**src/rtl/tcw_pkg.sv**
```systemverilog
// Package with the types, constants and helper functions of the text console writer.
`default_nettype none

package tcw_pkg;

  localparam int COLUMNS  = 80;
  localparam int ROWS     = 25;
  localparam int CELLS    = COLUMNS * ROWS;
  localparam int CELL_AW  = $clog2(CELLS);
  localparam int TAB_STOP = 8;

  localparam int ACT_W      = 2;
  localparam int CHAR_W     = 8;
  localparam int IDX_W      = 11;
  localparam int COL_W      = 7;
  localparam int ROW_W      = 5;
  localparam int POS_W      = 11;
  localparam int DATA_W     = 16;
  localparam int ATTR_W     = 8;
  localparam int TOP_W      = 5;
  localparam int CFG_IDX_W  = 1;
  localparam int CFG_DATA_W = 8;

  localparam int COL_EXT_W = COL_W + 1;
  localparam int ROW_EXT_W = ROW_W + 1;

  localparam int QDEPTH  = 2;
  localparam int QPTR_W  = $clog2(QDEPTH);
  localparam int QCNT_W  = $clog2(QDEPTH + 1);

  localparam logic [CELL_AW-1:0] CELL_LAST     = CELL_AW'(CELLS - 1);
  localparam logic [CELL_AW-1:0] LAST_ROW_ADDR = CELL_AW'((ROWS - 1) * COLUMNS);

  localparam logic [ACT_W-1:0] ACT_PUT   = 2'd0;
  localparam logic [ACT_W-1:0] ACT_CLEAR = 2'd1;
  localparam logic [ACT_W-1:0] ACT_READ  = 2'd2;

  localparam logic [CHAR_W-1:0] CH_BS        = 8'h08;
  localparam logic [CHAR_W-1:0] CH_TAB       = 8'h09;
  localparam logic [CHAR_W-1:0] CH_LF        = 8'h0A;
  localparam logic [CHAR_W-1:0] CH_CR        = 8'h0D;
  localparam logic [CHAR_W-1:0] CH_PRINT_MIN = 8'h20;
  localparam logic [CHAR_W-1:0] CH_BLANK     = 8'h20;

  localparam logic [CFG_IDX_W-1:0] CFG_ATTRIBUTE    = 1'b0;
  localparam logic [CFG_IDX_W-1:0] CFG_TOP_FREE_ROW = 1'b1;

  localparam logic [ATTR_W-1:0] ATTR_RESET = 8'd7;
  localparam logic [TOP_W-1:0]  TOP_RESET  = 5'd8;

  typedef enum logic [2:0] {
    K_NOP,
    K_BS,
    K_TAB,
    K_CR,
    K_LF,
    K_PUT,
    K_CLEAR,
    K_READ
  } cmd_kind_t;

  typedef struct packed {
    cmd_kind_t           kind;
    logic [CHAR_W-1:0]   code;
    logic [CELL_AW-1:0]  index;
    logic                index_ok;
  } cmd_t;

  typedef struct packed {
    logic init_busy;
  } back_stat_t;

  function automatic logic [CELL_AW-1:0] cell_addr(input logic [ROW_EXT_W-1:0] row,
                                                   input logic [COL_EXT_W-1:0] col);
    return CELL_AW'(row * COLUMNS + col);
  endfunction

endpackage

`default_nettype wire

```
**src/rtl/tcw_cmdq.sv**
```systemverilog
// Short command queue between the front end and the engine.
`default_nettype none

module tcw_cmdq import tcw_pkg::*; (
  input  wire logic clk,
  input  wire logic rst_n,
  input  wire logic push_valid,
  output      logic push_ready,
  input  wire cmd_t push_cmd,
  output      logic pop_valid,
  input  wire logic pop_ready,
  output      cmd_t pop_cmd
);

  cmd_t              slot_r [QDEPTH];
  logic [QPTR_W-1:0] wr_ptr_r, wr_ptr_nxt;
  logic [QPTR_W-1:0] rd_ptr_r, rd_ptr_nxt;
  logic [QCNT_W-1:0] cnt_r, cnt_nxt;
  logic              do_push, do_pop;

  assign push_ready = cnt_r != QCNT_W'(QDEPTH);
  assign pop_valid  = cnt_r != '0;
  assign pop_cmd    = slot_r[rd_ptr_r];
  assign do_push    = push_valid && push_ready;
  assign do_pop     = pop_valid && pop_ready;

  always_comb begin
    wr_ptr_nxt = wr_ptr_r;
    rd_ptr_nxt = rd_ptr_r;
    if (do_push) begin
      wr_ptr_nxt = (wr_ptr_r == QPTR_W'(QDEPTH - 1)) ? '0 : wr_ptr_r + QPTR_W'(1);
    end
    if (do_pop) begin
      rd_ptr_nxt = (rd_ptr_r == QPTR_W'(QDEPTH - 1)) ? '0 : rd_ptr_r + QPTR_W'(1);
    end
    cnt_nxt = cnt_r + QCNT_W'(do_push) - QCNT_W'(do_pop);
  end

  always_ff @(posedge clk) begin
    if (!rst_n) begin
      wr_ptr_r <= '0;
      rd_ptr_r <= '0;
      cnt_r    <= '0;
    end else begin
      wr_ptr_r <= wr_ptr_nxt;
      rd_ptr_r <= rd_ptr_nxt;
      cnt_r    <= cnt_nxt;
    end
  end

  always_ff @(posedge clk) begin
    if (do_push) begin
      slot_r[wr_ptr_r] <= push_cmd;
    end
  end

endmodule

`default_nettype wire

```
**config.mk**
```make
export PLATFORM = sky130hd
export DESIGN_NAME = tcw_cmdq
export DESIGN_NICKNAME = d
export VERILOG_FILES = /design/src/rtl/tcw_pkg.sv /design/src/rtl/tcw_cmdq.sv
export SDC_FILE = /design/constraint.sdc
export NUM_CORES = 1
export LEC_CHECK = 0
export BUFFER_PORTS_ARGS = -buffer_cell sky130_fd_sc_hd__buf_2
export CORE_ASPECT_RATIO = 0.7
export CORE_UTILIZATION = 40
export DETAILED_ROUTE_END_ITERATION = 16
export HOLD_SLACK_MARGIN = 0.06
export RECOVER_POWER = 50
export SYNTH_ARGS = -nofsm -noshare
export SYNTH_HDL_FRONTEND = slang
export SYNTH_SLANG_ARGS = --single-unit
```
**constraint.sdc**
```tcl
create_clock -name clk -period 4.3 [get_ports clk]
set_input_delay 0.215 -clock clk [delete_from_list [all_inputs] [get_ports clk]]
set_output_delay 0.215 -clock clk [all_outputs]
set_load 0.01 [all_outputs]
```
==> results of run 1 <==
kinds of logic after synthesis:
| logic type | count (synthesis) | synth area share |
|---|---|---|
| fa+ha+maj | 1 | 0.00652 |
| mux | 24 | 0.140 |
| simple gates | 13 | 0.0385 |
| compound gates | 7 | 0.0280 |
| flops | 51 | 0.772 |
| buf+inv | 3 | 0.00978 |
| xor+xnor | 1 | 0.00457 |
metal layers:
metal	routed length [um]	GRT usage	part of all wire	up-vias
met5	0	0	0	-
met1	1350	0.163	0.44	489
met2	1410	0.214	0.46	39
met4	61	0.0726	0.020	0
li1	-	-	-	494
met3	244	0.0511	0.080	7
synthesized netlist by cell type:
| cell | count |
|---|---|
| and2_1 | 3 |
| xnor2_1 | 1 |
| a21bo_1 | 2 |
| nand2_1 | 1 |
| o21ai_1 | 1 |
| mux2_2 | 23 |
| nand3_1 | 1 |
| nor2b_1 | 1 |
| o21ai_0 | 1 |
| nor2_1 | 2 |
| dfxtp_1 | 5 |
| mux2i_1 | 1 |
| inv_1 | 1 |
| nand2b_1 | 2 |
| ha_1 | 1 |
| and3_1 | 1 |
| a21boi_1 | 1 |
| a32oi_1 | 1 |
| or2_2 | 1 |
| buf_4 | 2 |
| nand3b_1 | 1 |
| a211oi_1 | 1 |
| edfxtp_1 | 46 |
metrics by stage:
| stage | cell area (um2) | power, mW | utilization | setup WS, ns |
|---|---|---|---|---|
| CTS | 2310 | 1.17 | 0.515 | 2.14 |
| detailed placement | 2230 | 0.910 | 0.497 | 2.32 |
| global route | 2290 | 1.21 | 0.511 | 2.05 |
| global placement | 2230 | 0.902 | 0.497 | 2.45 |
| finish | 2290 | 1.15 | 0.511 | 2.20 |
| floorplan | 1920 | 0.814 | - | 2.62 |
layout make-up:
cell class                 count  area, um2
clock buffer                   7       76.3
timing repair buffer          51        236
tap                           55       68.8
multi-input combinational     46        418
inverter                       1       3.75
fill                         401       2190
clock inverter                 1       5.00
sequential                    51       1480
cell usage in the layout, fill, tap and decap left out, drive strengths merged:
cell type   n
and3        1
o21ai       2
nor2        2
mux2i       1
ha          1
dfxtp       5
xnor2       1
or2         1
a211oi      1
buf        36
clkbuf     22
inv         1
a32oi       1
nand2b      2
a21bo       2
and2        3
a21boi      1
clkinv      1
mux2       23
nor2b       1
nand3       1
nand2       1
edfxtp     46
nand3b      1
power by group:
| group | total, mW | internal [mW] | leakage (nW) | switching, mW |
|---|---|---|---|---|
| Clock | 0.257 | 0.114 | 0.0422 | 0.143 |
| Sequential | 0.648 | 0.604 | 0.472 | 0.0442 |
| Combinational | 0.240 | 0.128 | 0.322 | 0.112 |
| Total | 1.15 | 0.847 | 0.835 | 0.299 |
worst min path at each step:
| stage | to | slack, ns | cells past startpoint |
|---|---|---|---|
| global route | slot_r[1][22]$_DFFE_PP_ | 0.08 | 1 |
| detailed placement | slot_r[1][9]$_DFFE_PP_ | 0.41 | 1 |
| CTS | slot_r[0][22]$_DFFE_PP_ | 0.09 | 1 |
| finish | slot_r[1][17]$_DFFE_PP_ | 0.10 | 1 |
| floorplan | slot_r[0][0]$_DFFE_PP_ | 0.31 | 0 |
| global placement | slot_r[0][16]$_DFFE_PP_ | 0.40 | 1 |
state kept, by name, indices dropped and copies added (netlist names), named ones only:
| signal | flops |
|---|---|
| wr_ptr_r | 1 |
| cnt_r | 2 |
| rd_ptr_r | 1 |
| slot_r | 46 |
critical path, delay by kind of cell, from the launching register on:
kind | cells | cell delay, ns
muxes | 1 | 0.43
buffers and inverters | 1 | 0.14
DFF | 1 | 1.01
==> results by stage, run 1 <==
Clock tree:
- CTS built an H-tree with a depth of 2.
- The number of hold buffers added after cts is 0.
- Once the clock tree was built, the resizer swapped 0 gates to a different size.
- The clock latency at the later pin of the worst-skew pair is 0.29 ns.
- The number of buffers on the longest clock path is 2.
- The CTS root buffer is clkbuf_8.
- Buffers inserted during clock tree synthesis total 5.
- The clock-pin slew of the registers on the worst-case setup and hold paths is roughly 0.080 ns.
- The clock sink total is 51.
- The TritonCTS clock tree is yes.
- After clock tree synthesis, the setup repair step added 0 buffers.

Placement:
- The placed cell count is 204.
- The count of port buffers added during placement is 51.
- Detailed placement finished with a half-perimeter wire length of 2050 um.
- The final RePlAce weighted congestion is between 0.7 and 0.8.

Synthesis:
- The cell taking the most area after synthesis is edfxtp_1.
- The synthesized area per cell is 19.2 um2.
- The share of Yosys cell area claimed by the top area cell type is 0.720.
- Synthesis instantiated 23 different standard cells from the library.
- The post-synthesis register bit count is 51.
- The post-synthesis sequential area ratio is 0.772.
- When the netlist entered floorplanning its net count stood at 128.
- After synthesis the cells add up to 0.00192 mm2.
- The yosys synthesis warning count is 0.
- The cell count after synthesis came out at 100.
- Yosys attributes the largest share of cell area to edfxtp_1 (72%), mux2_2 (14%), dfxtp_1 (5.2%).

Floorplan:
- The initialized floorplan defines 20 standard-cell rows.
- 52 I/O pins were placed.
- The initial utilization of the core area, before any placement, comes to 0.428.
- The die covers roughly 0.0051 mm2.
- Measured along the y axis, the die boundary spans around 60 um.
- From left edge to right edge, the die measures 84.8 um.
- The core region is 0.00448 mm2.

Route:
- The final wirelength is 3070 um.
- For this run, the detailed router's first-pass iteration total came to 12.
- The per-cell routed wire length is 14.5 um.
- The DRC violation count after routing is 3.
- The number of violations reported at the end of detailed-routing iteration 0 is 79.
- The final antenna-violating net count is 0.
- In the routed layout, each cell is associated on average with a via count of 4.85.
- Across all layers, the routed design uses about 1000 vias.

Worst setup path:
- The endpoint of the lowest-slack register-to-register path is slot_r[1][7]$_DFFE_PP_.
- The reg-to-reg setup timing slack is 2.39 ns.
- The path type of the worst setup path is register to primary output.
- Measured in cells, the most critical reg-to-reg path has a length of 2.
- For this run, the slowest stage of the critical path takes 1.01 ns.
- The startpoint kind of the worst setup timing path is a register.
- The maximum fanout count along the critical path is 23.
- For the worst setup path, the data required time is 4.09 ns.
- The startpoint identified for the worst register-to-register timing path is cnt_r[0]$_SDFF_PN0_.
- The critical path ends at pop_cmd[1].
- The data arrival time of the critical path is 1.89 ns.
- The slowest stage of the critical path is the dfxtp_1 cell.
- Walking the worst path, the cells encountered are mux2_2 -> buf_2.
- STA classifies the critical path endpoint as a primary output.

Min path:
- In this run the most critical hold path is launched from push_cmd[17].
- In this run the worst hold path is classified as primary input to register.

Timing:
- The remaining max-slew budget at the tightest pin is 0.293.
- The setup skew after layout is 0.00342 ns.
- Counting I/O delays and the setup requirement, the final critical path takes approximately 2.1 ns.
- Setup repair after global routing left no endpoint under its margin.
- The transition time at the pin with the least slew margin is ~1.1 ns.
- Across all hold checks on the routed design, the worst slack comes to approximately 0.10 ns.
- The number of endpoints with negative hold slack in the final report is 0.
- The part of the cycle the worst path needs is 0.489.
- The max-slew violation total from the final report is 0.
- The final-report setup violation count is 0.
- The timing-limited maximum frequency is 475 MHz.
- After routing, the total negative slack on setup checks comes to 0 ns.

Cells and area:
- The share of cells above drive strength 1 is 0.420.
- The final antenna diode count is 0.
- From synthesis to final layout, the design area changed by 19.4%.
- The count of non-filler cells in the finished layout is 212.
- The final net count is 184.

Global routing:
- The first global-routing pass estimated 4690 um of wire.
- The maximum number of pins on one net before global-route repair is 24.
- The number of global-route vias before repair is 981.
- The initial antenna violation count is 0.
- The global routing usage summed across all routing layers is 0.135.
- The total overflow left after global routing is 0.

Run status:
- The run finished, with violations left.
- The checks that failed: DRC.

Power:
- For this design the ratio of total power to cell area is 500 mW/mm2.
- In this run the static leakage power is 0.835 nW.
- The worst IR drop on VDD is 0.000210 V.

Job:
- The number of maximum-capacitance constraint violations is 0.
Power figures use the tool's default switching activity.
==> run 2, diff against run 1 <==
Settings changed: PLACE_DENSITY from default to 0.66.
Clock period 4.3 ns to 1.9 ns, I/O delays scaled along.
==> results by stage, run 2 (same netlist as run 1, synthesis figures left out) <==
Cells and area:
- The area growth from synthesis to layout is 32.5%.
- The final net count is between 200 and 250.
- The number of flip-flops in the largest register is 46.
- The final antenna diode count is 0.
- The register bank with the most flops is slot_r.
- The largest registers in the layout are slot_r x46, cnt_r x2.
- In the layout the commonest cells are edfxtp_1 (46), buf_2 (32), mux2_2 (23), dlygate4sd3_1 (23), clkbuf_1 (21).
- The finished layout holds 239 standard cells, fillers aside.
- In the final layout, the share of cells above drive strength 1 is 0.353.
- The final core utilization is 0.567.
- Once layout is done, the placed cells without fillers occupy 0.00254 mm2.
- The most common cell after layout, fill and taps aside is edfxtp_1.
- The fill cell instance count of the final layout is 356.

Min path:
- The min-delay analysis places its worst path in the category primary input to register.
- The startpoint identified for the worst hold timing path is rst_n.

Placement:
- In this run, placement finished with an instance count of around 210.
- The post-placement worst setup slack is between 0.4 and 0.5 ns.
- The cell area after placement is 0.00226 mm2.
- The total half-perimeter wirelength after legalization and detailed placement is 2230 um.
- At the end of routability-driven placement, the weighted congestion stood at 0.748.
- The count of port buffers added during placement is 51.

Route:
- In the detailed route, the total length drawn on met3 is 214 um.
- For this block, the via count after detailed routing is 1137.
- In this run the remaining antenna-violating nets after routing total 0.
- The DRC violation count after routing is 3.
- Summed over all nets, wire length on met2 after detailed routing comes to 1620 um.
- After detailed routing, the average wire length per cell comes to 13.8 um.
- The uppermost metal layer occupied by signal nets is met4.
- In this run, the number of DRC markers left after iteration 0 of detailed routing was 36.
- The first TritonRoute pass finished after 10 iterations.
- The detailed router put a total of 1410 um of wire on met1.
- The final wirelength is 3310 um.
- After detailed routing, the number of vias per cell comes to 4.76.

Timing:
- Setup repair after global routing left no endpoint under its margin.
- The number of endpoints with negative hold slack in the final report is 0.
- At the pin with the least slew margin, the transition time is 0.609 ns.
- The max-slew violation total from the final report was 0.
- The part of the cycle the worst path needs is 0.888.
- After layout, the worst setup slack is roughly 0.21 ns.
- The final critical path time including I/O delays and setup is approximately 1.7 ns.
- Static timing analysis puts the maximum clock frequency at 593 MHz.
- Hold is met by 0.0894 ns.
- The final-report setup violation count is 0.
- The setup skew after layout is 0.00283 ns.
- After routing, the total negative slack on setup checks comes to 0 ns.
- The remaining max-slew budget at the tightest pin is 0.594.

Floorplan:
- The total I/O pin count is 52.
- The core area is 0.00448 mm2.
- The row count is 20.
- The die covers 0.00508 mm2.
- The floorplan die height is between 50 and 60 um.
- The initial utilization of the core area, before any placement, comes to 0.428.
- The die span in x is 84.8 um.

Clock tree:
- The post-cts repair resize count is 0.
- The CTS H-tree depth is 2.
- The TritonCTS clock tree is yes.
- Counting every sink on the clock net gives 51.
- The number of buffers on the longest clock path is 2.
- The clock-pin slew of the registers on the worst-case setup and hold paths is 0.08 ns.
- The tree is rooted in a clkbuf_8.
- The clock latency at the later pin of the worst-skew pair is approximately 0.29 ns.
- Once the clock tree was built, the setup fixing pass inserted 0 buffers.
- The clock buffer count from CTS is 5.

Run status:
- The checks that failed: DRC.
- The flow ran to the end, but the final reports show violations.

Worst setup path:
- The worst path required time is 1.80 ns.
- Across all register-to-register paths, the minimum setup slack is 0.24 ns.
- Along the worst path, the maximum fanout reaches 9.
- STA classifies the critical path endpoint as a primary output.
- The critical path is of the register to primary output type.
- The data arrival time of the critical path is 1.59 ns.
- The startpoint kind of the worst setup timing path is a register.
- The worst register-to-register path begins at cnt_r[0]$_SDFF_PN0_.

Global routing:
- The maximum number of pins on one net before global-route repair is 24.
- In the global route stage, overall resource usage came out at 0.139.
- The initial antenna violation count was 0.
- The global-route wire length before repair is 4980 um.
- After global routing the overflow that remains totals 0.
- The number of global-route vias before repair is ~1100.

Job:
- The number of maximum-capacitance constraint violations is 0.

Power:
- The worst IR drop on VDD is 0.000487 V.
- Dividing total power by cell area gives a power density of between 1000 and 1500 mW/mm2.
- The leakage power is around 0.94 nW.
- The power consumption is around 2.6 mW.
[run 2: final timing paths]
kind / to / depth (start not counted)
worst max register to register: slot_r[1][22]$_DFFE_PP_ / 3
worst min-delay path: rd_ptr_r$_SDFFE_PN0P_ / 2
worst max-delay path: pop_cmd[15] / 3
worst min register to register: wr_ptr_r$_SDFFE_PN0P_ / 2
[run 2: area by class of cell]
class,count,area (um2),share of cell area
Clock buffer,8,80.1,0.0315
Inverter,1,3.75,0.00148
Multi-Input combinational cell,46,418,0.164
Sequential cell,51,1480,0.583
Tap cell,55,68.8,0.0271
Timing Repair Buffer,78,489,0.193
[run 2: layer usage]
metal,up-vias,GRT usage
li1,551,-
met1,531,0.148
met2,46,0.250
met3,9,0.0539
met4,0,0.0678
met5,-,0
[run 2: worst max-delay path, stage by stage (launching register included)]
cell     delay [ns]
dfxtp_1        0.55
buf_4          0.25
mux2_2         0.36
buf_2          0.15
[run 2: repair_timing]
item,in CTS,in global routing
setup endpoints to repair,0,0
hold buffers,23,0
hold endpoints to repair,46,0
[run 2: power by group]
group	switching [mW]	leakage, nW	internal [mW]	total [mW]
clock network	0.305	0.0395	0.262	0.567
registers	0.0656	0.472	1.37	1.43
logic	0.308	0.426	0.339	0.647
total	0.679	0.937	1.97	2.65
==> run 3, diff against run 2 <==
==> constraint.sdc (replaced) <==
create_clock -name clk -period 1.9 [get_ports clk]
set_input_delay 0.19 -clock clk [delete_from_list [all_inputs] [get_ports clk]]
set_output_delay 0.19 -clock clk [all_outputs]
set_load 0.01 [all_outputs]
==> results by stage, run 3 (same netlist as run 1, synthesis figures left out) <==
Min path:
- The capture endpoint of the worst hold path is slot_r[1][3]$_DFFE_PP_.
- The worst hold path belongs to the class primary input to register.
- The startpoint of the worst hold path is push_cmd[3].
- Along the worst hold path, the cell count comes to 1.

Worst setup path:
- The setup check on the worst reg-to-reg path leaves a slack of about 0.45 ns.
- STA classifies the critical path startpoint as a register.
- The data arrival time of the critical path is ~1.4 ns.
- The endpoint identified for the worst register-to-register timing path is slot_r[0][21]$_DFFE_PP_.
- The worst path required time is 1.71 ns.
- The maximum fanout count along the critical path is 23.
- The startpoint of the lowest-slack register-to-register path is cnt_r[0]$_SDFF_PN0_.
- STA classifies the critical path endpoint as a primary output.
- The count of cells along the worst register-to-register path is 4.
- The worst setup path is of the register to primary output kind.

Placement:
- The post-placement worst setup slack is about 0.42 ns.
- After legalization and detailed placement, the total HPWL measured around 2100 um.
- The final RePlAce weighted congestion is 0.746.
- Port buffering added between 50 and 60 buffers.

Cells and area:
- The largest registers in the layout are slot_r x46, cnt_r x2.
- The number of flip-flops in the largest register is 46.
- Leaving out fill and tap cells, the most frequent cell in the layout is edfxtp_1.
- The final net count is approximately 190.
- The share of cells above drive strength 1 is 0.438.
- slot_r holds more flip-flops than any other register.
- In the layout the commonest cells are edfxtp_1 (46), buf_2 (36), mux2_2 (23).
- Relative to the synthesized area, the layout overhead comes to 21.1%.
- The final antenna diode count is 0.

Clock tree:
- The CTS H-tree depth is 2.
- At the later pin of the worst-skew pair, clock insertion delay measures 0.29 ns.
- The post-CTS setup buffer count is 0.
- The CTS root buffer is clkbuf_8.
- The number of buffers on the longest clock path is 2.
- The clock sink total is 51.
- Post-CTS repair changed the size of 0 cells.
- The TritonCTS clock tree is yes.
- In this run, CTS created clock tree buffers numbering 5.
- In this run, post-CTS hold repair placed 0 buffers.
- The clock-pin slew of the registers on the worst-case setup and hold paths is 0.08 ns.

Global routing:
- For this run, the total global-route usage over all layers was measured as 0.132.
- The first global-routing pass estimated 4730 um of wire.
- Entering global routing, the biggest net connects 24 pins.
- The number of global-route vias before repair was 1031.
- The initial antenna violation count is 0.
- The global-route congestion overflow total is 0.

Floorplan:
- The core area is between 0.004 and 0.005 mm2.
- The floorplan die height is 59.9 um.
- The total I/O pin count is 52.
- The die span in x is between 80 and 90 um.
- The initial standard-cell utilization of the core is 0.428.
- The die footprint is 0.00508 mm2.
- The row count is 20.

Timing:
- The max-slew violation total from the final report is 0.
- Dividing the final minimum period by the clock period gives 0.856.
- The number of endpoints with negative hold slack in the final report was 0.
- Setup repair after global routing left no endpoint under its margin.
- On the final layout, the worst clock skew is about 0.0036 ns.
- For the pin with the worst max-slew slack, the measured transition is 0.318 ns.
- For the finished layout, the period the worst path requires is 1.63 ns.
- The remaining max-slew budget at the tightest pin is 0.788.
- Setup total negative slack on the finished layout was measured at 0 ns.
- In the post-route analysis, the smallest setup slack over all paths is 0.274 ns.
- The final-layout worst hold slack is ~0.08 ns.
- The timing-limited maximum frequency is 615 MHz.
- Setup violations remaining at the end of the flow were counted as 0.

Power:
- For this design the ratio of total power to cell area is between 1000 and 1500 mW/mm2.
- Overall power consumption after layout is estimated at 2.64 mW.
- Of the total power, the share spent switching nets is 0.256.
- Internal power comes to ~2.0 mW.
- The net load switching power is 676 uW.
- The clock group share of total power is 0.230.
- The share of total power in combinational logic is 0.235.
- The leakage power is 0.857 nW.
- The register share of total power is 0.535.
- The worst IR drop on VDD is 0.000499 V.

Route:
- The per-cell routed wire length is 14.3 um.
- The final wirelength is 3070 um.
- The detail route stage leaves a number of antenna-violating nets equal to 0.
- The number of violations reported at the end of detailed-routing iteration 0 is 35.
- The total iterations of the first detailed-routing run is 10.
- The DRC violation count after routing is 3.
- The via density per instance is 4.65.
- The total number of vias is 1000.

Run status:
- The flow ran to the end, but the final reports show violations.
- The final reports fail on DRC.

Job:
- The number of maximum-capacitance constraint violations is 0.
## run 3: power by group through the flow
| stage | clock network (mW) | registers, mW | logic (mW) |
|---|---|---|---|
| 2_1_floorplan | 0 | 1.43 | 0.409 |
| 3_3_place_gp | 0 | 1.43 | 0.623 |
| 3_5_place_dp | 0 | 1.44 | 0.638 |
| 4_1_cts | 0.634 | 1.41 | 0.642 |
| 5_1_grt | 0.673 | 1.43 | 0.684 |
| 6_report | 0.608 | 1.41 | 0.620 |
## run 3: stage by stage
| stage | instances | instance area (um2) | utilization |
|---|---|---|---|
| 6_report | 215 | 2320 | 0.518 |
| 5_1_grt | 215 | 2320 | 0.518 |
| 3_3_place_gp | 207 | 2250 | 0.502 |
| 3_5_place_dp | 207 | 2250 | 0.502 |
| 2_1_floorplan | 100 | 1920 | - |
| 4_1_cts | 215 | 2340 | 0.523 |
## run 3: worst max-delay path: stages, from the launching register on
cell	delay, ns
dfxtp_1	0.31
buf_4	0.30
mux2_2	0.39
buf_2	0.14
## run 3: area by class of cell
| class | instances | area (um2) |
|---|---|---|
| fill | 388 | 2160 |
| sequential | 51 | 1480 |
| multi-input combinational | 46 | 418 |
| timing repair buffer | 54 | 259 |
| clock buffer | 7 | 86.3 |
| tap | 55 | 68.8 |
| clock inverter | 1 | 5.00 |
| inverter | 1 | 3.75 |
## run 3: worst max path at each step
stage                         from                      end  slack, ns
3_3_place_gp   cnt_r[0]$_SDFF_PN0_   slot_r[1][1]$_DFFE_PP_       0.53
4_1_cts                   register              pop_cmd[18]       0.25
5_1_grt                   register              pop_cmd[20]       0.20
3_5_place_dp   cnt_r[0]$_SDFF_PN0_  slot_r[0][10]$_DFFE_PP_       0.42
2_1_floorplan  cnt_r[0]$_SDFF_PN0_   slot_r[1][0]$_DFFE_PP_       0.22
6_report                  register              pop_cmd[15]       0.27
## run 3: per-layer routing
layer / global-route usage / up-vias / wire length (um)
li1: - / 500 / -
met1: 0.154 / 465 / 1390
met2: 0.221 / 33 / 1470
met3: 0.0539 / 2 / 186
met4: 0.0581 / 0 / 28
met5: 0 / - / 0
